**config.mk**
```make
export PLATFORM = sky130hd
export DESIGN_NAME = inversive_congruential_generator
export DESIGN_NICKNAME = d
export VERILOG_FILES = /design/src/design/icg_pkg.sv /design/src/design/inversive_congruential_generator.sv /design/src/design/icg_arith.sv
export SDC_FILE = /design/constraint.sdc
export NUM_CORES = 2
export LEC_CHECK = 0
export BUFFER_PORTS_ARGS = -buffer_cell sky130_fd_sc_hd__buf_2
export CAP_MARGIN = 20
export CORE_MARGIN = 8
export CORE_UTILIZATION = 45
export DETAILED_ROUTE_END_ITERATION = 10
export GPL_TIMING_DRIVEN = 0
export HOLD_SLACK_MARGIN = 0.1
export SETUP_SLACK_MARGIN = 0.1
export SYNTH_ARGS = -nofsm -noshare
export SYNTH_HDL_FRONTEND = slang
export SYNTH_SLANG_ARGS = --single-unit
```
**constraint.sdc**
```tcl
create_clock -name clk_i -period 18.1 [get_ports clk_i]
set_clock_uncertainty 0.15 [all_clocks]
set_input_delay 3.62 -clock clk_i [delete_from_list [all_inputs] [get_ports clk_i]]
set_output_delay 3.62 -clock clk_i [all_outputs]
set_load 0.02 [all_outputs]
```
**src/design/icg_pkg.sv**
```systemverilog
// Package for the inversive congruential generator: item kind, status codes,
// register indexes, sequencer states, arithmetic op and request types.
`timescale 1ns / 1ps
`default_nettype none
package icg_pkg;

  typedef enum logic [1:0] {
    ST_OK       = 2'd0,
    ST_HALT     = 2'd1,
    ST_PERIOD   = 2'd2,
    ST_REJECT   = 2'd3
  } status_e;

  localparam logic KIND_SEED = 1'b0;
  localparam logic KIND_STEP = 1'b1;

  localparam logic [1:0] REG_MODULUS    = 2'd0;
  localparam logic [1:0] REG_MULTIPLIER = 2'd1;
  localparam logic [1:0] REG_INCREMENT  = 2'd2;

  typedef enum logic [3:0] {
    S_IDLE,
    S_RED_CUR,
    S_RED_A,
    S_RED_C,
    S_DIV,
    S_QMUL,
    S_TSUB,
    S_AMUL,
    S_ADD,
    S_OUT
  } seq_e;

  typedef enum logic [1:0] {
    OP_MOD,
    OP_MULMOD
  } op_e;

  typedef struct packed {
    logic start;
    op_e  op;
  } au_req_t;

endpackage
`default_nettype wire

```
**src/design/inversive_congruential_generator.sv**
```systemverilog
// Inversive congruential generator top: registers, state, step sequencer; uses icg_pkg, icg_arith.
// Latency: a seed, or a step while halted, answers on the cycle after its beat is accepted.
// A step runs shared-unit operations in turn: three reductions, three per Euclid round
// (divide, reduce quotient, multiply) and, when an inverse exists, one final multiply.
// Throughput: one item at a time; no new beat is taken until the result beat is taken.
// Reset: modulus 2147483647, multiplier 1, increment 0, all state zero.
`timescale 1ns / 1ps
`default_nettype none
module inversive_congruential_generator #(
  parameter int VALUE_WIDTH = 32
) (
  input  wire logic        clk_i,
  input  wire logic        rst_ni,
  input  wire logic        s_axis_tvalid,
  output logic             s_axis_tready,
  input  wire logic [31:0] s_axis_tdata,  // seed_value
  input  wire logic        s_axis_tuser,  // kind
  output logic             m_axis_tvalid,
  input  wire logic        m_axis_tready,
  output logic [71:0]      m_axis_tdata,  // value, step_count, status, zero fill
  input  wire logic        cfg_valid_i,
  output logic             cfg_ready_o,
  input  wire logic [1:0]  cfg_index_i,
  input  wire logic [31:0] cfg_data_i
);
  import icg_pkg::*;

  localparam int W = VALUE_WIDTH;

  seq_e         st_q, st_d;
  logic [W-1:0] mod_q, mul_q, inc_q;
  logic [W-1:0] cur_q, start_q, r0_q, r1_q, t0_q, t1_q, a_q, c_q, inv_q;
  logic [31:0]  steps_q;
  logic         halted_q;
  status_e      status_q;
  logic         ovalid_q;

  au_req_t      req;
  logic [W-1:0] au_a, au_b, au_m, au_q, au_r, tnext, sumac, newv;
  logic [W:0]   s2;
  logic         au_done;
  logic [W-1:0] seed_w, cfg_w;
  logic         mod_bad, in_acc;

  icg_arith #(.W(W)) u_arith (
    .clk_i(clk_i), .rst_ni(rst_ni), .req_i(req), .a_i(au_a), .b_i(au_b),
    .m_i(au_m), .done_o(au_done), .quot_o(au_q), .res_o(au_r)
  );

  assign seed_w  = W'(s_axis_tdata);
  assign cfg_w   = W'(cfg_data_i);
  assign mod_bad = (mod_q < W'(2));
  assign s_axis_tready = (st_q == S_IDLE) && !ovalid_q;
  assign in_acc  = s_axis_tvalid && s_axis_tready;
  assign cfg_ready_o = 1'b1;
  assign tnext   = (t0_q >= au_r) ? (t0_q - au_r) : (t0_q + (mod_q - au_r));
  assign s2      = {1'b0, inv_q} + {1'b0, c_q};
  assign sumac   = (s2 >= {1'b0, mod_q}) ? W'(s2 - {1'b0, mod_q}) : s2[W-1:0];
  assign newv    = sumac;

  always_comb begin
    st_d = st_q;
    case (st_q)
      S_IDLE:    if (in_acc && s_axis_tuser == KIND_STEP && !halted_q && !mod_bad)
                   st_d = S_RED_CUR;
      S_RED_CUR: if (au_done) st_d = S_RED_A;
      S_RED_A:   if (au_done) st_d = S_RED_C;
      S_RED_C:   if (au_done) st_d = (r1_q == '0) ? S_OUT : S_DIV;
      S_DIV:     if (au_done) st_d = S_QMUL;
      S_QMUL:    if (au_done) st_d = S_TSUB;
      S_TSUB:    if (au_done)
                   st_d = (r1_q == '0) ? ((r0_q == W'(1)) ? S_AMUL : S_OUT) : S_DIV;
      S_AMUL:    if (au_done) st_d = S_ADD;
      S_ADD:     st_d = S_OUT;
      S_OUT:     st_d = S_IDLE;
      default:   st_d = S_IDLE;
    endcase
  end

  always_comb begin
    req  = '{start: 1'b0, op: OP_MOD};
    au_a = cur_q;
    au_b = '0;
    au_m = mod_q;
    case (st_q)
      S_IDLE: if (st_d == S_RED_CUR) req.start = 1'b1;
      S_RED_CUR: if (au_done) begin
        req.start = 1'b1; au_a = mul_q;
      end
      S_RED_A: if (au_done) begin
        req.start = 1'b1; au_a = inc_q;
      end
      S_RED_C: if (au_done && r1_q != '0) begin
        req.start = 1'b1; au_a = r0_q; au_m = r1_q;
      end
      S_DIV: if (au_done) begin
        req.start = 1'b1; req.op = OP_MOD; au_a = au_q;
      end
      S_QMUL: if (au_done) begin
        req.start = 1'b1; req.op = OP_MULMOD; au_a = au_r; au_b = t1_q;
      end
      S_TSUB: if (st_d == S_DIV) begin
        req.start = 1'b1; au_a = r0_q; au_m = r1_q;
      end else if (st_d == S_AMUL) begin
        req.start = 1'b1; req.op = OP_MULMOD; au_a = a_q; au_b = t1_q;
      end
      default: ;
    endcase
  end

  always_ff @(posedge clk_i or negedge rst_ni) begin
    if (!rst_ni) begin
      st_q     <= S_IDLE;
      mod_q    <= W'(32'd2147483647);
      mul_q    <= W'(1);
      inc_q    <= '0;
      cur_q    <= '0;
      start_q  <= '0;
      steps_q  <= '0;
      halted_q <= 1'b0;
      ovalid_q <= 1'b0;
      status_q <= ST_OK;
      r0_q     <= '0;
      r1_q     <= '0;
      t0_q     <= '0;
      t1_q     <= '0;
      a_q      <= '0;
      c_q      <= '0;
      inv_q    <= '0;
    end else begin
      st_q <= st_d;
      if (cfg_valid_i) begin
        case (cfg_index_i)
          REG_MODULUS:    mod_q <= cfg_w;
          REG_MULTIPLIER: mul_q <= cfg_w;
          REG_INCREMENT:  inc_q <= cfg_w;
          default: ;
        endcase
      end
      if (ovalid_q && m_axis_tready) ovalid_q <= 1'b0;
      if (in_acc && st_d == S_IDLE) begin
        ovalid_q <= 1'b1;
        if (s_axis_tuser == KIND_SEED) begin
          if (mod_bad || seed_w >= mod_q) status_q <= ST_REJECT;
          else begin
            cur_q <= seed_w; start_q <= seed_w; steps_q <= '0;
            halted_q <= 1'b0; status_q <= ST_OK;
          end
        end else status_q <= ST_HALT;
      end
      case (st_q)
        S_RED_CUR: if (au_done) begin r0_q <= mod_q; r1_q <= au_r; t0_q <= '0;
                                       t1_q <= W'(1); end
        S_RED_A:   if (au_done) a_q <= au_r;
        S_RED_C:   if (au_done) begin
          c_q <= au_r;
          if (r1_q == '0) begin halted_q <= 1'b1; status_q <= ST_HALT; end
        end
        S_DIV:     if (au_done) begin r0_q <= r1_q; r1_q <= au_r; end
        S_TSUB:    if (au_done) begin
          t0_q <= t1_q; t1_q <= tnext;
          if (r1_q == '0 && r0_q != W'(1)) begin
            halted_q <= 1'b1; status_q <= ST_HALT;
          end
        end
        S_AMUL:    if (au_done) inv_q <= au_r;
        S_ADD: begin
          cur_q <= newv;
          if (steps_q != '1) steps_q <= steps_q + 32'd1;
          status_q <= (newv == start_q) ? ST_PERIOD : ST_OK;
        end
        S_OUT:     ovalid_q <= 1'b1;
        default: ;
      endcase
    end
  end

  assign m_axis_tvalid = ovalid_q;
  assign m_axis_tdata = {6'd0, status_q, steps_q, 32'(cur_q)};

endmodule
`default_nettype wire

```
**src/design/icg_arith.sv**
```systemverilog
// Shared bit-serial arithmetic unit: quotient and remainder (restoring
// division) and modular multiply (double and add). Depends on icg_pkg.
`timescale 1ns / 1ps
`default_nettype none
module icg_arith #(
  parameter int W = 32
) (
  input  wire logic             clk_i,
  input  wire logic             rst_ni,
  input  wire icg_pkg::au_req_t req_i,
  input  wire logic [W-1:0]     a_i,
  input  wire logic [W-1:0]     b_i,
  input  wire logic [W-1:0]     m_i,
  output logic                  done_o,
  output logic [W-1:0]          quot_o,
  output logic [W-1:0]          res_o
);
  import icg_pkg::*;

  localparam int CW = $clog2(W + 1);

  logic          busy_q, busy_d;
  op_e           op_q, op_d;
  logic [CW-1:0] cnt_q, cnt_d;
  logic [W-1:0]  r_q, r_d, x_q, x_d, u_q, u_d, mm_q, mm_d;
  logic [W:0]    sh, dbl, sum1;
  logic [W-1:0]  rd, ra;
  logic          done_q, done_d;

  always_comb begin
    sh   = {r_q, x_q[W-1]};
    dbl  = {1'b0, r_q} + {1'b0, r_q};
    rd   = (dbl >= {1'b0, mm_q}) ? W'(dbl - {1'b0, mm_q}) : dbl[W-1:0];
    sum1 = {1'b0, rd} + {1'b0, u_q};
    ra   = (sum1 >= {1'b0, mm_q}) ? W'(sum1 - {1'b0, mm_q}) : sum1[W-1:0];
  end

  always_comb begin
    busy_d = busy_q;
    op_d   = op_q;
    cnt_d  = cnt_q;
    r_d    = r_q;
    x_d    = x_q;
    u_d    = u_q;
    mm_d   = mm_q;
    done_d = 1'b0;
    if (req_i.start) begin
      busy_d = 1'b1;
      op_d   = req_i.op;
      cnt_d  = CW'(W);
      r_d    = '0;
      x_d    = a_i;
      u_d    = b_i;
      mm_d   = m_i;
    end else if (busy_q) begin
      if (op_q == OP_MOD) begin
        if (sh >= {1'b0, mm_q}) begin
          r_d = W'(sh - {1'b0, mm_q});
          x_d = {x_q[W-2:0], 1'b1};
        end else begin
          r_d = sh[W-1:0];
          x_d = {x_q[W-2:0], 1'b0};
        end
      end else begin
        r_d = x_q[W-1] ? ra : rd;
        x_d = {x_q[W-2:0], 1'b0};
      end
      cnt_d = cnt_q - CW'(1);
      if (cnt_q == CW'(1)) begin
        busy_d = 1'b0;
        done_d = 1'b1;
      end
    end
  end

  always_ff @(posedge clk_i or negedge rst_ni) begin
    if (!rst_ni) begin
      busy_q <= 1'b0;
      done_q <= 1'b0;
      op_q   <= OP_MOD;
      cnt_q  <= '0;
    end else begin
      busy_q <= busy_d;
      done_q <= done_d;
      op_q   <= op_d;
      cnt_q  <= cnt_d;
    end
  end

  always_ff @(posedge clk_i) begin
    r_q  <= r_d;
    x_q  <= x_d;
    u_q  <= u_d;
    mm_q <= mm_d;
  end

  assign done_o = done_q;
  assign quot_o = x_q;
  assign res_o  = r_q;

endmodule
`default_nettype wire

```
## Word-level counts from Yosys, hierarchy flattened

Cells that the tools add are included.

- Register bits: 562
- Bits of input ports: 72
- Output and inout bits: 75
- Logic and storage cells: 203

- Add/sub/neg operators: 12
- Magnitude comparators: 7
- Equality and inequality tests: 25
- Muxes and demuxes: 94
- Bitwise logic cells: 2
- Reductions and logical operators: 38

Operator list:

| operator | count |
|---|---|
| $mux W32 | 36 |
| $pmux W32 S2 | 5 |
| $pmux W32 S6 | 1 |
| $sub A32 B32 Y32 | 6 |
| $ge A33 B32 Y1 | 4 |
| $add A32 B32 Y33 | 3 |
| $ge A32 B32 Y1 | 2 |
| $mux W4 | 11 |
| $pmux W4 S9 | 1 |
| $add A32 B1 Y32 const B | 1 |
| $add A32 B32 Y32 | 1 |
| $eq A32 B1 Y1 const B | 1 |
| $eq A32 B32 Y1 | 1 |
| $logic_not A32 Y1 | 1 |
| $lt A32 B2 Y1 const B | 1 |
| $ne A32 B1 Y1 const B | 1 |
| $ne A32 B32 Y1 const B | 1 |
| $reduce_bool A32 Y1 | 1 |
| $eq A4 B3 Y1 const B | 6 |
| $mux W1 | 22 |
| $mux W2 | 9 |
| $reduce_and A2 Y1 | 8 |
| $mux W6 | 2 |
| $pmux W2 S3 | 2 |
| 22 further kinds | 51 |

## Depth between registers and ports, before layout

- Word-level depth: 14
- Depth in mapped cells: 41
- Mapped depth without buffers: 38

## By module

A second synthesis with hierarchy kept.

- Cells, all modules: 4,710
- Area, all modules: 42,181.7 um2

By module, submodules not included:

| module | times used | cells each | area each (um2) | seq. area each (um2) |
|---|---|---|---|---|
| inversive_congruential_generator | 1 | 3,212 | 29,480.8 | 10,650.2 |
| icg_arith | 1 | 1,498 | 12,700.9 | 3,773.6 |

## Least setup slack after synthesis

No wires, ideal clock.

- Kind: reg2reg
- From: register u_arith.r_q[4], in the netlist u_arith.res_o[4]
- To: register u_arith.r_q[24], in the netlist u_arith.res_o[24]
- Setup time: 0.114 ns
- Data arrival time: 8.272 ns
- Path slack: 9.564 ns
- Cell stages (with the launch flop): 37
- Clock period less this slack: 8.536 ns
- Cells stage by stage: dfxtp_1 > ha_1 > clkbuf_1 > nand4_1 > or2_2 > or2_2 > or4_1 > o221ai_1 > o21a_1 > clkbuf_1 > nand2_1 > o21ai_0 > ha_1 > a21o_1 > a21o_1 > a31oi_1 > o211a_1 > o21ai_0 > a2111oi_0 > o31ai_1 > a211o_1 > a2111oi_0 > nor3_1 > xor2_1 > ha_1 > a21o_1 > a21oi_1 > o21ai_0 > a21oi_1 > nor2b_1 > o41ai_1 > o211ai_2 > clkbuf_1 > clkbuf_1 > a32oi_1 > a21oi_1 > a21o_1

- Longest elaborated chain between the ends: 8
- Elaborated cells between the ends (all ways): 13
- Those cells by class: 5 x add/sub; 3 x order compare; 5 x mux

RTL lines:

| item | RTL line | text |
|---|---|---|
| start: declaration | icg_arith.sv:25 | `logic [W-1:0] r_q, r_d, x_q, x_d, u_q, u_d, mm_q, mm_d;` |
| start signal: assignment | icg_arith.sv:91 | `r_q <= r_d;` |
| $add A32 B32 Y33 | icg_arith.sv:32 | `dbl = {1'b0, r_q} + {1'b0, r_q};` |
| $sub A32 B32 Y32 / $ge A33 B32 Y1 (equally long branches) | icg_arith.sv:33 | `rd = (dbl >= {1'b0, mm_q}) ? W'(dbl - {1'b0, mm_q}) : dbl[W-1:0];` |
| $mux W32 | icg_arith.sv:33 |  |
| $add A32 B32 Y33 | icg_arith.sv:34 | `sum1 = {1'b0, rd} + {1'b0, u_q};` |
| $sub A32 B32 Y32 / $ge A33 B32 Y1 (equally long branches) | icg_arith.sv:35 | `ra = (sum1 >= {1'b0, mm_q}) ? W'(sum1 - {1'b0, mm_q}) : sum1[W-1:0];` |
| $mux W32 | icg_arith.sv:35 |  |
| $mux W32 | icg_arith.sv:65 | `r_d = x_q[W-1] ? ra : rd;` |
| $mux W32 * | icg_arith.sv:56 | `if (op_q == OP_MOD) begin` |

Mark *: on every way between the ends. The rest lies on a longest branch, timed or not.
A chain may end at the register's enable or synchronous reset.

## Worst setup path after layout

- From: register u_arith.r_q[11], in the netlist u_arith.res_o[11]
- To: register u_arith.r_q[28], in the netlist u_arith.res_o[28]

Same word-level chain as after synthesis.

==> impl_metrics.ini <==
[clock_network]
postCtsSetupBuffers = 0
worstSkewPairLatency_ns = 0.63
clockBufferDepth = 3
cts-root-buf = clkbuf_16
h-tree-depth = 3
cts.sinks = 561
hold_buffers = 0
cts.reportedPaths.clkPinSlew_ns = 0.06
cts_tree = yes
numCtsBuffers = 70
cts.repair.resized = 0

[critical_path]
reg2reg_slack_ns = 5.70
cp.required_ns = 18.47
critical_path.max_stage_delay_ns = 0.93
r2r-start = u_arith.res_o[11]
cp_common_cell = clkbuf_1
start_kind = flip-flop
worstSetupEndpointType = flip-flop
critical_path.max_fanout = 10
critical-path-slowest-cell = dfxtp_1
crit_path_start = u_arith.res_o[11]
path_class = reg2reg
cp.arrival_ns = 12.77

[power_and_ir_drop]
finalPower_mw = 4.04
p_sw_share_pct = 34.7
power.internal_mw = 2.64
ir_worst_vdd_mv = 0.0911
power_frac_seq_pct = 36.2
powerDensity_nw_per_um2 = 90.0
switchingPower_mw = 1.40
power_frac_clock_pct = 35.8
pwr-share-comb_pct = 27.9
leakage_nw = 19.9

[worst_hold_path]
hp-start = halted_q
hold_path.class = reg2reg

[global_routing]
grt_pass1_vias = 35300
grt_pass1_wl_um = 242000
grtUsageTotal_pct = 32.6
overflow = 0
grt_max_degree = 101
antenna_found_initial = 6

[timing]
rsz0062_at_grt = no
period_share_pct = 68.5
tns_ns = 0
clock.fmax_mhz = 80.7
worst_pin_slew_ns = 1.19
period_needed_ns = 12.40
finalSetupViolations = 0
timing_hold_violations_final = 0
slew_violations = 0
timing.slew.headroom_pct = 18.8

[run_status]
status = finished clean

[drt]
routed_wl_um = 166000
vias = 36800
dr.pass1.iters = 6
wl_per_cell_um = 28.1
routed_via_density = 6.23
drt_iter0_markers = 3909
route.detailed.drc = 0
postRouteAntennaNets = 0

[place]
globalplace.congestion = 0.993
port_buffers = 139
place_area_um2 = 42600
hpwl_um = 135000

[floorplan]
die_area_um2 = 99100
die_h_um = 315
io_pins = 147
die_width_um = 315
start_util_pct = 45.4
num_rows = 109
design.core.area_um2 = 88500

[synth]
avgSynthCellArea_um2 = 9.02
synth_cell_types = 93
yosysSeqAreaShare_pct = 35.8
ys_seq_elements = 561
ys_warn_count = 0
syn_inst = 4456
ys.flop_type = dfrtp_1
synth_async_sr_flop_share_pct = 77.2
synth_edf_count = 96
syn-cell-area_um2 = 40200

[finish]
post-route-cell-area_um2 = 44900
synthToLayoutAreaGrowth_pct = 11.8
drive_above_1_share_pct = 12.7
final_nets = 5052
final_core_util_pct = 50.7
fillers = 8518

[flow_run]
max_cap_violations = 0
-- layout by cell type (no fill, tap or decap), drive strengths merged, types with 204 or more instances in the layout --
| master | netlist | routed |
|---|---|---|
| nand2 | 394 | 394 |
| dfrtp | 401 | 401 |
| buf | 54 | 204 |
| o21ai | 398 | 398 |
| mux2 | 229 | 229 |
| inv | 265 | 269 |
| nor2 | 355 | 355 |
| clkbuf | 167 | 265 |
| ha | 259 | 259 |
| a21oi | 383 | 383 |
-- power groups by stage --
stage / combinational, mW / sequential [mW] / clock [mW]
2_1_floorplan: 0.780 / 1.42 / 0
6_report: 1.13 / 1.46 / 1.45
3_3_place_gp: 1.09 / 1.48 / 0
3_5_place_dp: 1.10 / 1.48 / 0
5_1_grt: 1.23 / 1.47 / 1.51
4_1_cts: 1.10 / 1.46 / 1.46
-- critical path: cells and delay by family, from the launching register on --
family / cells / cell delay [ns]
fa+ha+maj: 3 / 1.00
buf+inv: 4 / 1.96
simple gates: 13 / 3.79
flops: 1 / 0.93
xor+xnor: 1 / 0.19
compound gates: 14 / 4.24
-- synthesized netlist by cell type, types with 50 or more instances --
master	instances	area, um2
inv_1	264	991
mux2_2	229	2580
nand2_1	394	1480
ha_1	259	3240
a21oi_1	382	1910
mux2i_1	98	981
nor2_1	353	1330
xnor2_1	178	1560
o21ai_0	395	1980
edfxtp_1	96	2880
xor2_1	84	736
nand4_1	50	313
dfrtp_1	401	10000
clkbuf_1	165	619
a21o_1	121	908
nand3_1	50	250
-- layout make-up --
type,instances,area (um2),area share [%]
Sequential cell,561,14400,32.1
Tap cell,1165,1460,3.25
Clock buffer,98,2000,4.46
Clock inverter,30,319,0.711
Buffer,221,902,2.01
Timing Repair Buffer,150,905,2.01
Inverter,267,1000,2.23
Multi-Input combinational cell,3412,23900,53.3
Antenna cell,2,5.00,0.0111
-- routing by layer --
metal / track usage, % / vias to the layer above / wire length [um]
met1: 45.8 / 18100 / 72300
met5: 0 / - / 13
met3: 5.00 / 350 / 13700
met4: 15.1 / 2 / 8540
met2: 49.3 / 1801 / 71300
li1: - / 16600 / -
-- worst paths after layout --
check | endpoint | cells after the start
worst max-delay path | u_arith.res_o[28] | 35
worst min-delay path | halted_q | 1
worst max register to register | u_arith.res_o[28] | 35
worst min register to register | halted_q | 1
max in group asynchronous | mod_q[29] | 3
min in group asynchronous | r0_q[10] | 1
-- metrics by stage --
step | hold WS, ns | std cells | setup slack (ns)
floorplan | 0.292 | 4461 | 9.56
global placement | 0.304 | 5765 | 3.99
detailed placement | 0.309 | 5775 | 6.00
CTS | 0.322 | 5903 | 5.94
global route | 0.363 | 5904 | 4.96
finish | 0.333 | 5906 | 5.70
-- kinds of logic after synthesis --
family                   after synthesis  synth area share (%)
AND/OR/NAND/NOR                     1146                  13.1
buffers and inverters                488                  4.74
adder cells (fa/ha/maj)              297                  9.96
other                                  2                0.0187
multiplexers                         328                  8.91
flip-flops                           561                  35.8
XOR/XNOR                             262                  5.71
AO/OA/AOI/OAI                       1372                  21.7
(Power assumes the default switching activity.)
